--- src/hw/rtl/tovl_pkg.sv ---
package tovl_pkg;

	// Font and string geometry
	localparam int GLYPH_COUNT = 128;
	localparam int FONT_ROWS   = 12;
	localparam int FONT_COLS   = 8;
	localparam int TEXT_SLOTS  = 24;
	localparam int FONT_DEPTH  = GLYPH_COUNT * FONT_ROWS;

	localparam int GLYPH_W = $clog2(GLYPH_COUNT);
	localparam int SLOT_W  = $clog2(TEXT_SLOTS);
	localparam int ROW_W   = $clog2(FONT_ROWS);
	localparam int COL_W   = $clog2(FONT_COLS);
	localparam int FADDR_W = $clog2(FONT_DEPTH);
	localparam int TW_W    = $clog2(TEXT_SLOTS * FONT_COLS + 1);

	// Strip placement
	localparam int EDGE_GAP_X = 6;
	localparam int EDGE_GAP_Y = 4;
	localparam int PAD_H      = 3;
	localparam int PAD_V      = 2;
	localparam int STRIP_H    = FONT_ROWS + 2 * PAD_V;

	typedef logic [11:0] coord_t;
	typedef logic [7:0]  chan_t;
	typedef logic [1:0]  mode_t;
	typedef logic [10:0] taddr_t;
	typedef logic [7:0]  tdata_t;
	typedef logic [4:0]  len_t;
	typedef logic [2:0]  cfg_idx_t;
	typedef logic [11:0] cfg_word_t;

	// Item modes
	localparam mode_t MODE_PIXEL = 2'd0;
	localparam mode_t MODE_FONT  = 2'd1;
	localparam mode_t MODE_GLYPH = 2'd2;

	// Register indexes
	localparam cfg_idx_t REG_IMAGE_WIDTH  = 3'd0;
	localparam cfg_idx_t REG_IMAGE_HEIGHT = 3'd1;
	localparam cfg_idx_t REG_STAMP_ENABLE = 3'd2;
	localparam cfg_idx_t REG_LABEL_ENABLE = 3'd3;
	localparam cfg_idx_t REG_STAMP_LENGTH = 3'd4;
	localparam cfg_idx_t REG_LABEL_LENGTH = 3'd5;

	localparam coord_t WIDTH_RESET  = 12'd640;
	localparam coord_t HEIGHT_RESET = 12'd480;

	typedef struct packed {
		coord_t width;
		coord_t height;
		logic   stamp_en;
		logic   label_en;
		len_t   stamp_len;
		len_t   label_len;
	} cfg_t;

	typedef struct packed {
		chan_t red;
		chan_t green;
		chan_t blue;
	} rgb_t;

	localparam rgb_t RGB_WHITE = '{red: 8'hFF, green: 8'hFF, blue: 8'hFF};

	typedef struct packed {
		mode_t  mode;
		coord_t x;
		coord_t y;
		rgb_t   rgb;
		taddr_t addr;
		tdata_t data;
	} item_t;

	typedef struct packed {
		logic              rect;
		logic              text;
		logic [SLOT_W-1:0] slot;
		logic [COL_W-1:0]  col;
		logic [ROW_W-1:0]  row;
	} strip_hit_t;

	typedef struct packed {
		logic       pixel;
		logic       font_we;
		logic       glyph_we;
		rgb_t       rgb;
		taddr_t     addr;
		tdata_t     data;
		strip_hit_t stamp;
		strip_hit_t label;
	} loc_t;

	typedef struct packed {
		rgb_t             rgb;
		logic             stamp_rect;
		logic             stamp_text;
		logic [COL_W-1:0] stamp_col;
		logic             label_rect;
		logic             label_text;
		logic [COL_W-1:0] label_col;
	} fetch_t;

	// x/3 for 8-bit x: x*171 >> 9 is exact over 0..255
	function automatic chan_t div3(input chan_t x);
		logic [16:0] prod;
		prod = 17'(x) * 17'd171;
		return prod[16:9];
	endfunction

	function automatic rgb_t div3_rgb(input rgb_t c);
		rgb_t r;
		r.red   = div3(c.red);
		r.green = div3(c.green);
		r.blue  = div3(c.blue);
		return r;
	endfunction

endpackage

--- src/hw/rtl/tovl_blend.sv ---
module tovl_blend (
	input  logic             clk,
	input  logic             arst_n,
	input  logic             in_valid,
	output logic             in_ready,
	input  tovl_pkg::fetch_t in_fetch,
	input  tovl_pkg::tdata_t stamp_bits,
	input  tovl_pkg::tdata_t label_bits,
	output logic             out_valid,
	input  logic             out_ready,
	output tovl_pkg::rgb_t   out_rgb
);
	import tovl_pkg::*;

	logic v_s4, v_s5;
	rgb_t rgb_s4, rgb_s5;
	logic label_rect_s4, label_hit_s4;
	logic rdy_s4, rdy_s5;
	rgb_t stamp_rgb, label_rgb;

	assign rdy_s5   = !v_s5 || out_ready;
	assign rdy_s4   = !v_s4 || rdy_s5;
	assign in_ready = rdy_s4;

	assign out_valid = v_s5;
	assign out_rgb   = rgb_s5;

	// stamp strip first
	always_comb begin
		stamp_rgb = in_fetch.rgb;
		if (in_fetch.stamp_rect) begin
			stamp_rgb = div3_rgb(stamp_rgb);
		end
		if (in_fetch.stamp_text &&
		    stamp_bits[COL_W'(FONT_COLS - 1) - in_fetch.stamp_col]) begin
			stamp_rgb = RGB_WHITE;
		end
	end

	// then label strip
	always_comb begin
		label_rgb = rgb_s4;
		if (label_rect_s4) begin
			label_rgb = div3_rgb(label_rgb);
		end
		if (label_hit_s4) begin
			label_rgb = RGB_WHITE;
		end
	end

	always_ff @(posedge clk or negedge arst_n) begin
		if (!arst_n) begin
			v_s4 <= 1'b0;
			v_s5 <= 1'b0;
		end else begin
			if (rdy_s4) begin
				v_s4 <= in_valid;
			end
			if (rdy_s5) begin
				v_s5 <= v_s4;
			end
		end
	end

	always_ff @(posedge clk) begin
		if (rdy_s4 && in_valid) begin
			rgb_s4        <= stamp_rgb;
			label_rect_s4 <= in_fetch.label_rect;
			label_hit_s4  <= in_fetch.label_text &&
			                 label_bits[COL_W'(FONT_COLS - 1) - in_fetch.label_col];
		end
		if (rdy_s5 && v_s4) begin
			rgb_s5 <= label_rgb;
		end
	end
endmodule

--- config.mk ---
export PLATFORM = sky130hd
export DESIGN_NAME = tovl_blend
export DESIGN_NICKNAME = d
export VERILOG_FILES = /design/src/hw/rtl/tovl_pkg.sv /design/src/hw/rtl/tovl_blend.sv
export SDC_FILE = /design/constraint.sdc
export NUM_CORES = 1
export LEC_CHECK = 0
export BUFFER_PORTS_ARGS = -buffer_cell sky130_fd_sc_hd__buf_2
export CAP_MARGIN = 25
export CORE_UTILIZATION = 35
export CTS_CLUSTER_SIZE = 28
export DETAILED_ROUTE_END_ITERATION = 6
export PLACE_DENSITY = 0.56
export SETUP_SLACK_MARGIN = 0.02
export SYNTH_ARGS = -nofsm -noshare
export SYNTH_HDL_FRONTEND = slang
export SYNTH_SLANG_ARGS = --single-unit
--- constraint.sdc ---
create_clock -name clk -period 8.3 [get_ports clk]
set_input_delay 1.66 -clock clk [delete_from_list [all_inputs] [get_ports clk]]
set_output_delay 1.66 -clock clk [all_outputs]
set_load 0.05 [all_outputs]
# [Word level (Yosys, flattened, before mapping)]
# Cells that the tools add are included.
[classes] addsub=2 magnitude_cmp=2 muxes=6 n_reduce_logical=8 multipliers=6
[op_table] op="$mul A8 B8 Y16 const B" n=6
[op_table] op="$mux W24" n=2
[op_table] op="$lt A3 B4 Y1 const B" n=2
[op_table] op="$bmux W1 S3" n=2
[op_table] op="$sub A3 B3 Y3 const A" n=2
[op_table] op="$logic_and A1 B1 Y1" n=4
[op_table] op="$logic_not A1 Y1" n=2
[op_table] op="$logic_or A1 B1 Y1" n=2
[op_table] op="$mux W1" n=2
[totals] word_cells=34 reg_bits=52

# [Longest topological paths before layout]
# Gate-level depths: netlist of run 1.
[logic_depth] word_depth=4 ltp_mapped=14 ltp_nobuf=14

# [Worst setup path before layout of run 1]
# Ideal clock, no wire load.
[synth_timing] kind="input port to flip-flop" startpoint="input in_fetch[19] in the netlist's numbering" endpoint="register rgb_s4[14] in the netlist's numbering (data pin)" path_buffers=0 arrival_time_ns=5.077 required_time_ns=8.035 setup_slack_ns=2.957 setup_ns=0.265 stages=14 path_cell_list="ha_1 fa_1 fa_1 inv_1 fa_1 inv_1 ha_1 a21oi_1 o21ai_0 or4_1 o211a_1 a21oi_1 xor2_1 o21ai_1"
[synth_via] elab_chain_cells=2
[synth_rtl] item="start: declaration" line_no="tovl_blend.sv:6" rtl="input tovl_pkg::fetch_t in_fetch,"
[synth_rtl] item="$mul A8 B8 Y16" line_no="tovl_pkg.sv:107" rtl="prod = 17'(x) * 17'd171;"
[synth_rtl] item="$mux W24" line_no="tovl_blend.sv:31" rtl="if (in_fetch.stamp_rect) begin"
[synth_rtl] item="end signal: assignment" line_no="tovl_blend.sv:67" rtl="rgb_s4 <= stamp_rgb;"
[synth_rtl] item="end: declaration" line_no="tovl_blend.sv:16" rtl="rgb_t rgb_s4, rgb_s5;"
# No other way between the ends.
# A chain may end at the register's enable or synchronous reset.

# [Worst setup path in the final report of run 1]
# Ends and elaborated chain as after synthesis.

==> impl_results.md, run 1 <==
* Synth cell count leaders: ha_1 (246), inv_1 (225), fa_1 (72)
* Core Rows at 58
* Die height at 161.7 um
* Final #Nets at 1353
* Worst hold path type: flip-flop to flip-flop
* Mapped Area at 0.008921 mm^2
* Synth cell types at 56
* Register area share after synthesis at 0.1739
* # DRC at 0
* Fillcell total at 2561
* Antenna Violating Nets Remaining at 0
* Gate Count Post-Synth at 904
* Slowest cell on the critical path: fa_1
* Vias per inst at 4.745
* Synth top area cells: ha_1 (35%), edfxtp_1 (17%), fa_1 (16%)
* DR iter-0 viols at 151
* Die area at 0.02613 mm^2
* Final Max Slew Viols at 0
* Most instantiated library cell after synthesis: ha_1
* Final WL at 16.67 mm
* RSZ-0062 raised after global routing: no
* Arr. time, crit path at 5.39 ns
* Largest family of logic cells by synthesized area: adder cells
* Htree depth at 2
* Hold Crit Start: v_s4$_DFFE_PN0N_
* Clk buf depth at 2
* CP Max Fanout at 5
* Combinational Power Share at 0.768
* Crit-path cells: buf_2, ha_1, fa_1, fa_1, inv_1, fa_1, inv_1, ha_1, a21oi_1, o21ai_0, or4_1, o211a_1, a21oi_1, xor2_1, o21ai_1
* DR pass1 iterations at 4
* Post-synth EDFFs at 50
* Worst EP required at 8.35 ns
* Avg WL per Cell at 12.71 um
* Post-DP HPWL at 14.38 mm
* Sw Pwr at 1.422 mW
* Fin. Hold Viols at 0
* Adder-Cell Fraction of Synth Area at 0.5066
* Worst R2R Start: rgb_s4[3]$_SDFFCE_PP1P_
* Switching portion of total power at 0.4802
* # diodes at 0
* Clk_skew at 0.007282 ns
* Core Util, Final at 0.3945
* Top achievable clock speed at 187.4 MHz
* Syn nets at 1276
* Synth Area in XOR/XNOR at 0.03731
* CTS Buf Count at 5
* Setup bufs post-CTS at 0
* Antenna violations before repair at 0
* Number of hold buffers added after CTS at 0
* IO buf count at 79
* Core area at 0.02511 mm^2
* Crit-path max cell delay at 0.53 ns
* Worst Tran Pin Value at 0.8728 ns
* Final cycle utilization of the critical path at 0.6428
* PD cells at 298.9 mW/mm^2
* Outcome: finished clean
* Clock Latency Late Sink at 0.30 ns
* Crit path kind: input pin to flip-flop
* Largest net degree at the start of global routing at 32
* Routed vias at 6225
* Vias in the first global route at 6164
* Yosys top cell area share at 0.3450
* Yosys reg bits at 52
* CP startpoint kind: input pin
* First-pass GRT wire length at 28.56 mm
* GR Util All Layers at 0.1351
* P_int at 1.539 mW
* Multiplexer share of the synthesized area at 0.01781
* Sequential share of power at 0.147
* CTS clk-pin slew, worst paths at 0.07 ns
* GPL Wtd Cong at 0.8323
* Largest area contributor in the netlist: ha_1
* Crit-path most repeated cell: fa_1
* Fin Setup TNS at 0 ns
* Clk sink count at 52
* CP Capture Type: flip-flop
* Syn Area/Cell at 9.868 um^2
* Die W at 161.7 um
* Share of cells above drive strength 1 at 0.1090
* Synth Area in Simple Gates at 0.05428
* Complex-gate fraction of the synthesized area at 0.1081
* Max-slew headroom at 0.4181
* P_leak at 5.261 nW
* Clk pwr share at 0.085
* I/O pin count at 80
* Final setup violation count at 0
* CTS tree: done
* Starting Density at 0.3553
* Total grt overflow at 0
* Ys flop type: edfxtp_1
* Max-Cap Viols at 0
* Maximum vdd drop at 0.1462 mV
* Fin crit period at 5.336 ns
* Crit. Startpoint: in_fetch[19]
* Layout area overhead at 11.02%
* FFs w/ async S/R, synth at 0.03846
* Yosys warns at 0
* Root buf cell: clkbuf_16
* PostCTS Resize Cnt at 0
==> stage by stage <==
step	setup WS, ns	instances	power (mW)	instance area, um^2	hold WS (ns)
floorplan	2.957	904	2.274	8921	0.4490
global placement	2.651	1302	2.705	9672	0.4668
detailed placement	2.602	1303	2.741	9699	0.4956
CTS	2.921	1311	3.010	9877	0.5126
global route	2.724	1312	3.364	9905	0.5445
finish	2.964	1312	2.961	9905	0.5088
==> sequential cells by signal, summed over array words and instances, names as in the netlist <==
name	flops
rgb_s4	24
out_rgb	24
v_s4	1
label_hit_s4	1
out_valid	1
label_rect_s4	1
==> worst max-delay path, delay by kind of cell <==
family                   cells  cell delay (ns)
XOR/XNOR                     1             0.16
AO/OA/AOI/OAI                5             0.72
adder cells (fa/ha/maj)      5             2.17
buffers and inverters        3             0.23
AND/OR/NAND/NOR              1             0.43
==> final cells by class <==
type	count	area [um^2]	share of cell area
sequential	52	1551	0.1566
timing repair buffer	82	457.9	0.04624
inverter	225	844.6	0.08527
multi-input combinational	615	6460	0.6522
clock inverter	2	38.79	0.003916
clock buffer	6	138.9	0.01402
tap	330	412.9	0.04169
==> final timing paths <==
kind / end / slack [ns] / cells past startpoint
setup / recovery: rgb_s4[14]$_SDFFCE_PP1P_ / 2.96 / 15
setup reg to reg: out_rgb[6]$_SDFFCE_PP1P_ / 3.97 / 13
hold / removal: out_valid$_DFFE_PN0P_ / 0.51 / 1
min in group asynchronous: out_valid$_DFFE_PN0P_ / 1.13 / 1
hold reg to reg: out_valid$_DFFE_PN0P_ / 0.51 / 1
max in group asynchronous: v_s4$_DFFE_PN0N_ / 7.06 / 1
==> kinds of logic (layout without fill, tap and decap cells) <==
| logic type | Yosys count | after routing |
|---|---|---|
| xor+xnor | 38 | 38 |
| mux | 10 | 10 |
| fa+ha+maj | 318 | 318 |
| simple gates | 94 | 94 |
| flops | 52 | 52 |
| compound gates | 155 | 155 |
| buf+inv | 237 | 315 |
==> per-layer routing <==
metal / vias to the layer above / global-route usage / share of wire
li1: 3205 / - / -
met1: 2928 / 0.1886 / 0.52
met2: 80 / 0.2208 / 0.44
met3: 12 / 0.02043 / 0.030
met4: 0 / 0.02787 / 0.010
met5: - / 0 / 0
==> cell usage in the layout, fill, tap and decap left out, types with 20 or more instances in the layout <==
| master | instances |
|---|---|
| nand2_1 | 21 |
| edfxtp_1 | 50 |
| nor2_1 | 21 |
| ha_1 | 246 |
| fa_1 | 72 |
| inv_1 | 225 |
| a21oi_1 | 61 |
| o21ai_0 | 28 |
| xor2_1 | 20 |
| buf_2 | 79 |
==> power groups by stage <==
| stage | Sequential (mW) | Combinational [mW] | Clock [mW] |
|---|---|---|---|
| final | 0.435 | 2.27 | 0.251 |
| after global routing | 0.444 | 2.65 | 0.267 |
| after CTS | 0.438 | 2.31 | 0.261 |
| after detailed placement | 0.444 | 2.30 | 0 |
| after global placement | 0.444 | 2.26 | 0 |
| after floorplan | 0.533 | 1.74 | 0 |
No activity file was read; power rests on OpenSTA's default activity.
==> inputs of run 2 (changes only) <==
==> constraint.sdc (replaced) <==
create_clock -name clk -period 5.15 [get_ports clk]
set_input_delay 1.03 -clock clk [delete_from_list [all_inputs] [get_ports clk]]
set_output_delay 1.03 -clock clk [all_outputs]
set_load 0.05 [all_outputs]
==> impl_results.md, run 2 (synthesis results as in run 1) <==
* Outcome: finished clean
* Total grt overflow at 0 (unchanged)
* IO buf count at 79 (unchanged)
* P_leak at 5.256 nW (-0.10%)
* Area after DPL at 0.009722 mm^2 (+0.23%)
* Avg WL per Cell at 12.76 um (+0.39%)
* Max-Cap Viols at 0 (unchanged)
* Vias per inst at 4.756 (+0.25%)
* Top achievable clock speed at 213.0 MHz
* Final instance area at 0.009889 mm^2 (-0.15%)
* Crit path kind: input pin to flip-flop
* DR pass1 iterations at 6 (+2)
* Fillcell total at 2565 (+0.16%)
* Antenna violations before repair at 0 (unchanged)
* Multi-input logic area at 0.006460 mm^2 (unchanged)
* CP Capture Type: flip-flop
* Dpl ws at 0.1336 ns (-2.469 ns)
* Core Rows at 58 (unchanged)
* Vias in the first global route at 6109 (-0.89%)
* GPL Wtd Cong at 0.8323 (unchanged)
* PostCTS Resize Cnt at 0 (unchanged)
* Most frequent cells in the layout: ha_1 (246), inv_1 (225), buf_2 (79)
* Die height at 161.7 um (unchanged)
* DR iter-0 viols at 227 (+50%)
* Clk buf depth at 2 (unchanged)
* CP startpoint kind: input pin
* Worst R2R Start: rgb_s4[3]$_SDFFCE_PP1P_
* Number of hold buffers added after CTS at 0 (unchanged)
* Fin crit period at 4.694 ns
* Final hold slack at 0.4952 ns (-0.01357 ns)
* Worst EP required at 5.18 ns (-3.17 ns)
* I/O pin count at 80 (unchanged)
* R2R depth at 13 (unchanged)
* Clk_skew at 0.005545 ns (-0.001737 ns)
* First-pass GRT wire length at 28.66 mm (+0.36%)
* Fin. Hold Viols at 0 (unchanged)
* Final WL at 16.76 mm (+0.54%)
* Die W at 161.7 um (unchanged)
* Final setup violation count at 0 (unchanged)
* Max-slew headroom at 0.3477 (-0.07040)
* Worst Tran Pin Value at 0.9774 ns (+0.1045 ns)
* Routed vias at 6250 (+0.40%)
* Final Max Slew Viols at 0 (unchanged)
* # diodes at 0 (unchanged)
* Arr. time, crit path at 4.72 ns (-0.67 ns)
* PD cells at 480.1 mW/mm^2 (+61%)
* CTS Buf Count at 5 (unchanged)
* Largest net degree at the start of global routing at 32 (unchanged)
* FF+latch area at 0.001551 mm^2 (unchanged)
* Clock Latency Late Sink at 0.31 ns (about the same)
* GR Util All Layers at 0.1359 (+0.0008491)
* Critical R2R Capture: out_rgb[1]$_SDFFCE_PP1P_
* Layout area overhead at 10.86%
* Share of cells above drive strength 1 at 0.1108 (+0.001811)
* Root buf cell: clkbuf_16
* CTS tree: done
* Final cycle utilization of the critical path at 0.9115
* Setup WS post-layout at 0.4558 ns (-2.509 ns)
* Die area at 0.02613 mm^2 (unchanged)
* Post-DP HPWL at 14.47 mm (+0.65%)
* CTS clk-pin slew, worst paths at 0.07 ns (about the same)
* RSZ-0062 raised after global routing: no
* R2r setup slk at 0.84 ns (-3.13 ns)
* CP Max Fanout at 3 (-2)
* Core area at 0.02511 mm^2 (unchanged)
* Antenna Violating Nets Remaining at 0 (unchanged)
* Total power at 4.748 mW (+60%)
* Setup bufs post-CTS at 0 (unchanged)
* Htree depth at 2 (unchanged)
* Starting Density at 0.3553 (unchanged)
* # DRC at 0 (unchanged)
* Commonest non-fill, non-tap cell in the layout: ha_1
* Clk sink count at 52 (unchanged)
* Fin Setup TNS at 0 ns (unchanged)
* Final #Nets at 1355 (+0.15%)
* Worst hold path type: input pin to asynchronous set/reset pin
* Maximum vdd drop at 0.2466 mV (+69%)
-- run 2: layout make-up --
class,instances,area share
inverters,225,0.08540
well taps,330,0.04175
clock buffers,5,0.01265
multi-input cells,615,0.6532
clock inverters,3,0.004302
repair buffers,84,0.04580
flip-flops and latches,52,0.1569
-- run 2: how the worst max path moves through the flow --
stage,slack (ns),start,cells after the start,to
floorplan,0.44,in_fetch[19],14,rgb_s4[14]$_SDFFCE_PP1P_
global placement,0.16,in_fetch[19],15,rgb_s4[14]$_SDFFCE_PP1P_
detailed placement,0.13,in_fetch[19],15,rgb_s4[14]$_SDFFCE_PP1P_
CTS,0.45,in_fetch[19],15,rgb_s4[14]$_SDFFCE_PP1P_
global route,0.25,in_fetch[19],15,rgb_s4[14]$_SDFFCE_PP1P_
finish,0.46,in_fetch[19],15,rgb_s4[14]$_SDFFCE_PP1P_
-- run 2: critical path: stages --
cell and delay [ns]:
buf_2 0.12, ha_1 0.32, fa_1 0.48, fa_1 0.51
inv_1 0.05, fa_1 0.53, inv_1 0.04, ha_1 0.31
a21oi_1 0.13, o21ai_0 0.12, or4_1 0.43, o211a_1 0.24
a21oi_1 0.17, xor2_1 0.15, o21ai_1 0.06
-- run 2: power by group --
part	switching (mW)	total, mW	internal (mW)
clock	0.159	0.387	0.229
sequential	0.0927	0.703	0.610
combinational	2.03	3.66	1.63
-- run 2: through the flow --
step,std cells,util
after floorplan,904,-
after global placement,1305,0.3861
after detailed placement,1306,0.3872
after CTS,1314,0.3939
after global routing,1314,0.3939
final,1314,0.3939
-- run 2: layer usage --
| metal | up-vias | wire length (um) | track usage |
|---|---|---|---|
| met5 | - | 0 | 0 |
| met2 | 85 | 7438 | 0.2263 |
| met1 | 2953 | 8683 | 0.1891 |
| li1 | 3202 | - | - |
| met3 | 10 | 507 | 0.01839 |
| met4 | 0 | 134 | 0.02487 |
